`src/design/tts_ram.sv`:
```
// ----------------------------------------------------------------------------
// Generic single-port-write RAM
// One write port and one read port; the read data is registered.
// ----------------------------------------------------------------------------
module tts_ram #(
    parameter int WIDTH = 8,
    parameter int DEPTH = 64
) (
    input  logic                     clk,
    input  logic                     we,
    input  logic [$clog2(DEPTH)-1:0] waddr,
    input  logic [WIDTH-1:0]         wdata,
    input  logic [$clog2(DEPTH)-1:0] raddr,
    output logic [WIDTH-1:0]         rdata
);

    logic [WIDTH-1:0] mem [DEPTH];

    always_ff @(posedge clk)
    begin
        if (we)
        begin
            mem[waddr] <= wdata;
        end
        rdata <= mem[raddr];
    end

endmodule

```
`config.mk`:
```
export PLATFORM = sky130hd
export DESIGN_NAME = tts_ram
export DESIGN_NICKNAME = d
export VERILOG_FILES = /design/src/design/tts_ram.sv
export SDC_FILE = /design/constraint.sdc
export NUM_CORES = 1
export LEC_CHECK = 0
export ABC_AREA = 1
export CORE_AREA = 2 2 311 159
export CTS_BUF_LIST = sky130_fd_sc_hd__clkbuf_4 sky130_fd_sc_hd__clkbuf_8
export DETAILED_ROUTE_END_ITERATION = 8
export DIE_AREA = 0 0 313 161
export DONT_BUFFER_PORTS = 1
export PLACE_DENSITY = 0.64
export SLEW_MARGIN = 20
export SYNTH_ARGS = -nofsm -noshare
export SYNTH_HDL_FRONTEND = slang
export SYNTH_SLANG_ARGS = --single-unit
```
`constraint.sdc`:
```
create_clock -name clk -period 2.76 [get_ports clk]
set_clock_uncertainty 0.2 [all_clocks]
set_input_delay 0.276 -clock clk [delete_from_list [all_inputs] [get_ports clk]]
set_output_delay 0.276 -clock clk [all_outputs]
set_load 0.01 [all_outputs]
```
==> results of run 1 <==
==> stage by stage <==
stage	TNS [ps]	cells	cell area (µm²)	hold slack (ps)
floorplan	0	1805	21300	175
global placement	0	2411	21900	181
detailed placement	0	2411	21900	180
CTS	0	2585	23900	5.51
global route	0	2588	24000	32.0
finish	-19.5	2588	24000	55.2
==> cell usage in the layout, fill, tap and decap left out, types with 6 or more instances in the layout <==
cell             n
clkbuf_4        23
nand2_1        648
inv_1            8
nand3_1        438
dlygate4sd3_1   38
dfxtp_1          8
buf_4           68
nand4_1          9
nor4_1           6
clkinv_1        17
nor2_1          56
buf_16           8
clkbuf_8        73
edfxtp_1       512
==> registers in the layout, indices dropped and copies added, names as in the netlist <==
signal	count
mem	512
rdata	8
==> layout make-up <==
class	instances	share of cell area, %
clock buffers	96	4.91
clock inverters	31	0.867
repair buffers	120	5.07
flip-flops and latches	520	64.8
inverters	12	0.235
well taps	649	3.39
multi-input cells	1160	20.7
==> cells by family (layout without fill, tap and decap cells) <==
family | after synthesis | count (layout) | synth area share (%)
buf+inv | 125 | 259 | 4.02
flops | 520 | 520 | 72.8
simple gates | 1160 | 1160 | 23.2
==> Yosys cell counts <==
master / instances / area share, %
inv_6: 1 / 0.041
nand3_1: 439 / 10
buf_6: 35 / 1.8
buf_2: 37 / 0.87
edfxtp_1: 512 / 72
nor2_1: 56 / 0.99
buf_1: 10 / 0.18
nand2_1: 648 / 11
dfxtp_1: 8 / 0.75
nor4_1: 8 / 0.23
nand4_1: 9 / 0.26
inv_1: 10 / 0.18
inv_2: 1 / 0.018
buf_8: 2 / 0.14
buf_4: 14 / 0.49
clkbuf_1: 15 / 0.26
==> critical path, delay by kind of cell <==
family	cells	cell delay, ps
buffers and inverters	4	2600
and+or+nand+nor	3	310
==> what timing repair did <==
item                       in CTS  in global routing
hold buffers                   47                  0
resized for setup               0                  2
setup endpoints to repair       0                  2
setup buffers                   0                  3
hold endpoints to repair      582                  0
==> worst max path at each step <==
stage,slack (ps),cells after the start,end,from
after floorplan,520,3,mem[48][0],we
after global placement,700,10,rdata[3],raddr[0]
after detailed placement,660,3,mem[32][0],waddr[3]
after CTS,20,7,rdata[3],raddr[4]
after global routing,40,10,rdata[6],mem[63][6]
final,-20,7,rdata[3],raddr[4]
==> metal layers <==
layer	routed length, µm	part of all wire [%]	global-route usage [%]	up-vias
li1	-	-	-	6505
met1	27300	46	38.0	6998
met2	23300	39	30.5	876
met3	7920	13	8.26	75
met4	936	1.6	5.02	0
met5	0	0	0	-
==> report_power, final <==
| part | internal [mW] | switching (mW) | leakage [nW] |
|---|---|---|---|
| clock | 2.98 | 2.99 | 0.728 |
| sequential | 8.73 | 0.0344 | 4.67 |
| combinational | 0.305 | 0.705 | 3.21 |
==> impl_metrics.csv, run 1 <==
group,metric,value,unit
clocking,cts.sinks,520,
floorplanning,die_area,50400,µm²
run,cap_violations,0,
critical_path,reg2reg_to,"rdata[6]",
power_and_ir_drop,p_leak,8.61,nW
synth,ys_seq_elements,520,
sta,hold_violations,0,
critical_path,cp.arrival,3190,ps
power_and_ir_drop,powerDensity,657,nW/µm²
synth,synth.avg_cell_area,11.8,µm²
sta,layout_setup_ws,-19.5,ps
synth,yosys_warnings,0,
detailed_routing,drt-total-wl,59500,µm
sta,period_share,101,%
sta,setup_violations,1,
power_and_ir_drop,irDropWorstVdd,0.389,mV
synth,synth.cell_area,21300,µm²
min_path,holdPathStages,3,
detailed_routing,via_count,14500,
detailed_routing,antenna_left,0,
finish,diodes,0,
detailed_routing,firstDrtPassIters,5,
power_and_ir_drop,total_power,15.7,mW
floorplanning,initial_utilization,44.6,%
synth,netlist_instances,1805,
critical_path,r2r_slack,60,ps
clocking,cts_max_path_buffers,3,
floorplanning,die_w,313,µm
critical_path,crit_fanout,12,
clocking,clkLatencyLatePin,670,ps
critical_path,crit_chain,"dlygate4sd3_1, clkinvlp_4, nand3_1, nand3_1, dlygate4sd3_1, nand2_1, dlygate4sd3_1",
clocking,cts_buffers,72,
min_path,min_to,"mem[52][3]",
finish,final_nets,1908,
critical_path,slowest_stage,"dlygate4sd3_1",
sta,finalCriticalPeriod,2780,ps
critical_path,crit_path_start_kind,"input port",
synth,synth_cell_type_count,16,
clocking,clkSlewWorstSetupHoldPaths,70,ps
detailed_routing,drtIter0Drc,2399,
detailed_routing,wl_per_cell,23.0,µm
min_path,hold_path.class,"input port to register",
global_route,grt_overflow,0,
clocking,cts_root_buffer,"clkbuf_8",
finish,multi_input_area,4960,µm²
detailed_routing,viasPerCell,5.59,
critical_path,worstSetupEndpointType,"register",
critical_path,worstReg2RegStart,"mem[63][6]",
status,violations,"setup timing",
global_route,grt_max_degree,258,
global_route,grt_pass1_wl,88300,µm
critical_path,reg2reg_depth,10,
global_route,track_usage,23.7,%
finish,fin_util,50.1,%
synth,syn_nets,1827,
detailed_routing,drc,0,
sta,rsz0062_at_grt,"false",
floorplanning,die_h,161,µm
placed_design,dp_hpwl,33000,µm
placed_design,pre_cts_ws,658,ps
critical_path,critPathRequiredTime,3170,ps
finish,seqCellArea,15500,µm²
status,status,"finished with violations",
sta,worst_slew_pin_slew,877,ps
sta,worst_slew_margin_rel,41.4,%
finish,fill_cells,4223,
critical_path,cp_slowest_stage_delay,1060,ps
global_route,grt_pass1_vias,13300,
floorplanning,io_pins,30,
finish,area_delta_synth_final,12.3,%
placed_design,routabilityCongestion,0.851,
critical_path,crit_top_cell,"dlygate4sd3_1",
clocking,cts_tree,"yes",
synth,seq_area_frac_synth,72.8,%
floorplanning,num_rows,57,
min_path,min_from,"waddr[2]",
global_route,antenna_found_initial,2,
finish,drive_above_1_share,10.3,%
placed_design,port_buffers,0,
critical_path,crit_type,"input port to register",
sta,final-max-slew-violation-count,0,
sta,clock.fmax,360,MHz
floorplanning,core_area,47900,µm²
clocking,htree_num_levels,3,
Note: power is estimated with default switching activity, not from simulation.
==> inputs of run 2 (changes only) <==
--- a/config.mk
+++ b/config.mk
@@ -6,12 +6,14 @@
 export NUM_CORES = 1
 export LEC_CHECK = 0
 export ABC_AREA = 1
-export CORE_AREA = 2 2 311 159
+export CELL_PAD_IN_SITES_DETAIL_PLACEMENT = 1
+export CELL_PAD_IN_SITES_GLOBAL_PLACEMENT = 2
+export CORE_AREA = 2 2 285 174
 export CTS_BUF_LIST = sky130_fd_sc_hd__clkbuf_4 sky130_fd_sc_hd__clkbuf_8
 export DETAILED_ROUTE_END_ITERATION = 8
-export DIE_AREA = 0 0 313 161
+export DIE_AREA = 0 0 287 176
 export DONT_BUFFER_PORTS = 1
-export PLACE_DENSITY = 0.64
+export PLACE_DENSITY_LB_ADDON = 0.1
 export SLEW_MARGIN = 20
 export SYNTH_ARGS = -nofsm -noshare
 export SYNTH_HDL_FRONTEND = slang
==> run 2 against run 1 <==
Net effect: the run still ends with setup timing left; hold slack got worse by 15 ps; die area up 0.24%; sequential power about the same; critical path depth increased by 6; sequential share of layout area decreased by 0.59 points; setup slack got worse by 460 ps; register-to-register slack better by 120 ps; first-iteration DRC count shrank 45%; clock-buffer cell count rose by 17; fmax fell by 14%; sequential cell count unchanged; largest cell class unchanged; largest power group unchanged.
==> impl_metrics.csv, run 2 (synthesis results as in run 1) <==
group,metric,value,unit
status,status,"finished with violations",
status,violations,"setup timing",
floorplanning,die_w,287,µm
placed_design,routabilityCongestion,0.758,
critical_path,crit_end,"rdata[7]",
critical_path,cp_slowest_stage_delay,580,ps
finish,final_nets,1927,
floorplanning,core_area,47600,µm²
critical_path,r2r_slack,180,ps
placed_design,dp_hpwl,35800,µm
detailed_routing,drc,0,
finish,reg_top3,"mem (512), rdata (8)",
critical_path,cp.arrival,3610,ps
power_and_ir_drop,irDropWorstVdd,0.491,mV
clocking,cts_max_path_buffers,3,
power_and_ir_drop,p_int,12.2,mW
sta,worst_slew_pin_slew,1120,ps
power_and_ir_drop,pwr-share-seq,54.7,%
critical_path,crit_fanout,257,
detailed_routing,firstDrtPassIters,5,
floorplanning,num_rows,62,
min_path,hold_path.class,"input port to register",
sta,finalCriticalPeriod,3240,ps
detailed_routing,wl_per_cell,25.1,µm
critical_path,crit_buf_inv,5,
critical_path,worstSetupEndpointType,"register",
critical_path,critPathRequiredTime,3130,ps
placed_design,place_area,22100,µm²
detailed_routing,drt-total-wl,65400,µm
finish,area_delta_synth_final,13.3,%
finish,layout_common_cells,"nand2_1 (648), edfxtp_1 (512), nand3_1 (439)",
clocking,cts.sinks,520,
sta,rsz0062_at_grt,"false",
critical_path,slowest_stage,"dlygate4sd3_1",
finish,layout.cells.most_common,"nand2_1",
detailed_routing,via_count,14400,
min_path,min_from,"we",
clocking,cts_tree,"yes",
critical_path,reg2reg_depth,10,
sta,hold_violations,0,
critical_path,crit_start,"raddr[0]",
global_route,antenna_found_initial,0,
global_route,track_usage,26.5,%
finish,final_cell_area,24200,µm²
placed_design,port_buffers,0,
power_and_ir_drop,powerDensity,664,nW/µm²
global_route,grt_pass1_vias,14700,
detailed_routing,drtIter0Drc,1314,
global_route,grt_pass1_wl,97600,µm
global_route,grt_max_degree,258,
finish,finalNonFillerCells,2605,
clocking,clkSlewWorstSetupHoldPaths,60,ps
power_and_ir_drop,p_comb_share,6.3,%
sta,setup_violations,5,
clocking,cts_root_buffer,"clkbuf_8",
critical_path,cp_top_family,"buffers and inverters",
sta,worst_slew_margin_rel,25.6,%
finish,diodes,0,
finish,drive_above_1_share,11.8,%
placed_design,placed_cells,2426,
power_and_ir_drop,pwr-share-clk,39.0,%
power_and_ir_drop,p_switching,3.81,mW
sta,tns,-1990,ps
power_and_ir_drop,power_switching_share,23.7,%
clocking,htree_num_levels,3,
floorplanning,initial_utilization,44.8,%
sta,clock.fmax,309,MHz
floorplanning,die_area,50500,µm²
detailed_routing,viasPerCell,5.54,
sta,final-max-slew-violation-count,0,
critical_path,worstReg2RegStart,"mem[49][7]",
critical_path,crit_chain,"clkinv_8, buf_12, buf_4, nand2_1, nand3_1, nand3_1, nand2_1, nand2_1, nand3_1, dlygate4sd3_1, nand3_1, dlygate4sd3_1, nand2_1",
critical_path,crit_cells,13,
run,cap_violations,0,
sta,period_share,117,%
clocking,cts_buffers,79,
critical_path,crit_path_start_kind,"input port",
power_and_ir_drop,total_power,16.1,mW
critical_path,reg2reg_to,"rdata[7]",
critical_path,crit_type,"input port to register",
global_route,grt_overflow,0,
floorplanning,io_pins,30,
finish,largest-register,"mem",
clocking,postCtsSetupBuffers,0,
power_and_ir_drop,p_leak,8.80,nW
sta,layout_setup_ws,-477,ps
clocking,clkLatencyLatePin,650,ps
finish,largest_reg_flops,512,
detailed_routing,antenna_left,0,
finish,fin_util,50.8,%
floorplanning,die_h,176,µm
==> run 2: cell types whose count changed in the layout (fill, tap and decap cells not counted), moves of 3 or more <==
cell and delta:
buf_12 +4, buf_4 +19, inv_6 -3, dlygate4sd3_1 -10, clkbuf_4 +6, clkbuf_8 +11
==> run 2: power groups by stage <==
| stage | Sequential [mW] | Combinational, mW | Clock (mW) |
|---|---|---|---|
| after detailed placement | 8.95 | 0.728 | 0 |
| after CTS | 8.79 | 1.00 | 6.38 |
| after global placement | 8.95 | 0.723 | 0 |
| after floorplan | 8.93 | 0.614 | 0 |
| final | 8.78 | 1.01 | 6.27 |
| after global routing | 8.78 | 1.10 | 6.72 |
==> run 2: worst min path at each step <==
stage          slack [ps]    endpoint  cells past startpoint
2_1_floorplan         170   mem[0][0]                      0
3_3_place_gp          180  mem[55][0]                      0
3_5_place_dp          180  mem[55][0]                      0
4_1_cts               0.7    rdata[7]                      6
5_1_grt                30   mem[2][6]                      3
6_report               40   mem[2][6]                      3
==> run 2: repair_timing <==
action,CTS,global route
resized for setup,0,1
setup endpoints to repair,0,2
hold endpoints to repair,581,0
hold buffers,38,0
==> run 2: worst min-delay path: cells and delay by family <==
family / cells / cell delay [ps]
AND/OR/NAND/NOR: 2 / 190
buffers and inverters: 1 / 240
==> run 2: cell type report <==
class / count / area (µm²)
inverters: 12 / 60.1
well taps: 640 / 801
clock buffers: 113 / 1370
flip-flops and latches: 520 / 15500
clock inverters: 28 / 131
fillers: 5054 / 23400
multi-input cells: 1160 / 4950
repair buffers: 132 / 1330
==> run 2: metal layers <==
metal  routed length (µm)  GRT usage, %  vias up  part of all wire (%)
li1                     -             -     6560                     -
met5                    0             0        -                     0
met3                 4200          5.17       87                   6.4
met1                31900          40.9     7383                    49
met4                 1190          6.42        0                   1.8
met2                28100          38.6      405                    43
==> run 2: stage by stage <==
| step | setup slack (ps) | hold slack, ps |
|---|---|---|
| 2_1_floorplan | 518 | 175 |
| 3_3_place_gp | 514 | 181 |
| 3_5_place_dp | 455 | 180 |
| 4_1_cts | 186 | 0.688 |
| 5_1_grt | 11.5 | 28.0 |
| 6_report | -477 | 40.1 |
==> inputs of run 3 (changes only) <==
==> constraint.sdc (replaced) <==
create_clock -name clk -period 3.3 [get_ports clk]
set_clock_uncertainty 0.2 [all_clocks]
set_input_delay 0.33 -clock clk [delete_from_list [all_inputs] [get_ports clk]]
set_output_delay 0.33 -clock clk [all_outputs]
set_load 0.01 [all_outputs]
==> run 3 against run 2 <==
Net effect: largest cell class unchanged; sequential power down 16%; non-clock buffer count is 13 lower; highest routed layer unchanged; hold slack better by 12 ps; the run now ends clean.
==> impl_metrics.csv, run 3 (synthesis results as in run 1) <==
group,metric,value,unit
power_and_ir_drop,p_comb_share,6.1,%
critical_path,crit_path_start_kind,"input port",
sta,worst_slew_margin_rel,42.2,%
sta,finalCriticalPeriod,3220,ps
sta,tns,0,ps
floorplanning,initial_utilization,44.8,%
global_route,grt_pass1_wl,97500,µm
global_route,grt_pass1_vias,14300,
finish,reg_top3,"mem (512), rdata (8)",
critical_path,worstReg2RegStart,"mem[42][6]",
detailed_routing,drt-total-wl,65300,µm
sta,worst_slew_pin_slew,864,ps
critical_path,critPathRequiredTime,3670,ps
sta,clock.fmax,310,MHz
critical_path,crit_fanout,257,
power_and_ir_drop,pwr-share-seq,53.9,%
finish,layout.cells.most_common,"nand2_1",
global_route,antenna_found_initial,0,
detailed_routing,via_count,14300,
detailed_routing,wl_per_cell,25.2,µm
sta,holdWs,52.0,ps
floorplanning,core_area,47600,µm²
sta,period_share,97.7,%
sta,rsz0062_at_grt,"false",
power_and_ir_drop,p_switching,3.14,mW
finish,fill_cells,5043,
min_path,hold_path.class,"input port to register",
clocking,cts.sinks,520,
power_and_ir_drop,pwr-share-clk,40.0,%
sta,hold_violations,0,
finish,final_nets,1914,
clocking,cts_buffers,79,
floorplanning,die_h,176,µm
power_and_ir_drop,p_leak,8.76,nW
placed_design,place_area,22000,µm²
power_and_ir_drop,power_switching_share,23.0,%
critical_path,crit_start,"raddr[0]",
clocking,clkLatencyLatePin,650,ps
critical_path,crit_type,"input port to register",
clocking,htree_num_levels,3,
detailed_routing,drtIter0Drc,1319,
placed_design,dp_hpwl,36600,µm
critical_path,cp.arrival,3600,ps
detailed_routing,antenna_left,0,
power_and_ir_drop,irDropWorstVdd,0.419,mV
power_and_ir_drop,p_int,10.5,mW
finish,layout_common_cells,"nand2_1 (648), edfxtp_1 (512), nand3_1 (439)",
finish,final_cell_area,24100,µm²
run,cap_violations,0,
min_path,min_from,"raddr[2]",
status,status,"complete, no violations",
global_route,grt_overflow,0,
critical_path,worstSetupEndpointType,"register",
placed_design,routabilityCongestion,0.812,
sta,final-max-slew-violation-count,0,
finish,drive_above_1_share,11.5,%
power_and_ir_drop,powerDensity,565,nW/µm²
finish,largest-register,"mem",
detailed_routing,firstDrtPassIters,5,
global_route,track_usage,26.5,%
clocking,cts_tree,"yes",
global_route,grt_max_degree,258,
floorplanning,num_rows,62,
floorplanning,io_pins,30,
floorplanning,die_w,287,µm
finish,area_delta_synth_final,13.0,%
detailed_routing,drc,0,
finish,diodes,0,
placed_design,port_buffers,0,
sta,setup_violations,0,
clocking,clkSlewWorstSetupHoldPaths,60,ps
finish,largest_reg_flops,512,
clocking,postCtsSetupBuffers,0,
clocking,cts_max_path_buffers,3,
floorplanning,die_area,50500,µm²
clocking,cts_root_buffer,"clkbuf_8",
detailed_routing,viasPerCell,5.52,
run 3: worst paths after layout:
check	cells after the start	endpoint	slack (ps)
setup / recovery	14	rdata[6]	80
hold / removal	6	rdata[4]	50
setup reg to reg	11	rdata[6]	240
hold reg to reg	8	rdata[4]	670
run 3: critical path: stages:
cell and delay [ps]:
clkinv_8 290, buf_16 320, buf_4 230, nand2_1 60, nand3_1 70, nand3_1 70, nand2_1 70, nand2_1 50
dlygate4sd3_1 550, nand3_1 80, dlygate4sd3_1 570, nand3_1 60, dlygate4sd3_1 580, nand2_1 60
run 3: timing repair:
action / in CTS / in global routing
endpoints found under the hold margin: 576 / 0
hold buffers: 36 / 0
setup endpoints to repair: 0 / 1
resized for setup: 0 / 2
run 3: layer usage:
| metal | up-vias | track usage [%] | routed length [µm] |
|---|---|---|---|
| met3 | 83 | 4.19 | 3680 |
| met4 | 0 | 6.21 | 1220 |
| li1 | 6531 | - | - |
| met1 | 7233 | 42.0 | 32400 |
| met2 | 444 | 38.0 | 27900 |
| met5 | - | 0 | 0 |
run 3: final cells by class:
class,instances,area [µm²],share of cell area [%]
multi-input cells,1160,4950,20.5
repair buffers,119,1190,4.94
clock inverters,19,143,0.591
flip-flops and latches,520,15500,64.4
clock buffers,120,1440,5.97
well taps,640,801,3.32
inverters,12,60.1,0.249
run 3: power by group through the flow:
stage	clock network [mW]	registers, mW	logic (mW)
floorplan	0	7.47	0.514
global placement	0	7.49	0.597
detailed placement	0	7.49	0.602
CTS	5.55	7.35	0.829
global route	5.81	7.35	0.908
finish	5.45	7.35	0.825
run 3: per-stage QoR:
stage               power, mW  instances  setup WS [ps]  util (%)
detailed placement       8.09       2415            695      46.2
floorplan                7.98       1805           1000         -
global route             14.1       2590           56.5      50.6
finish                   13.6       2590           75.6      50.6
CTS                      13.7       2590            318      50.6
global placement         8.09       2415            717      46.2
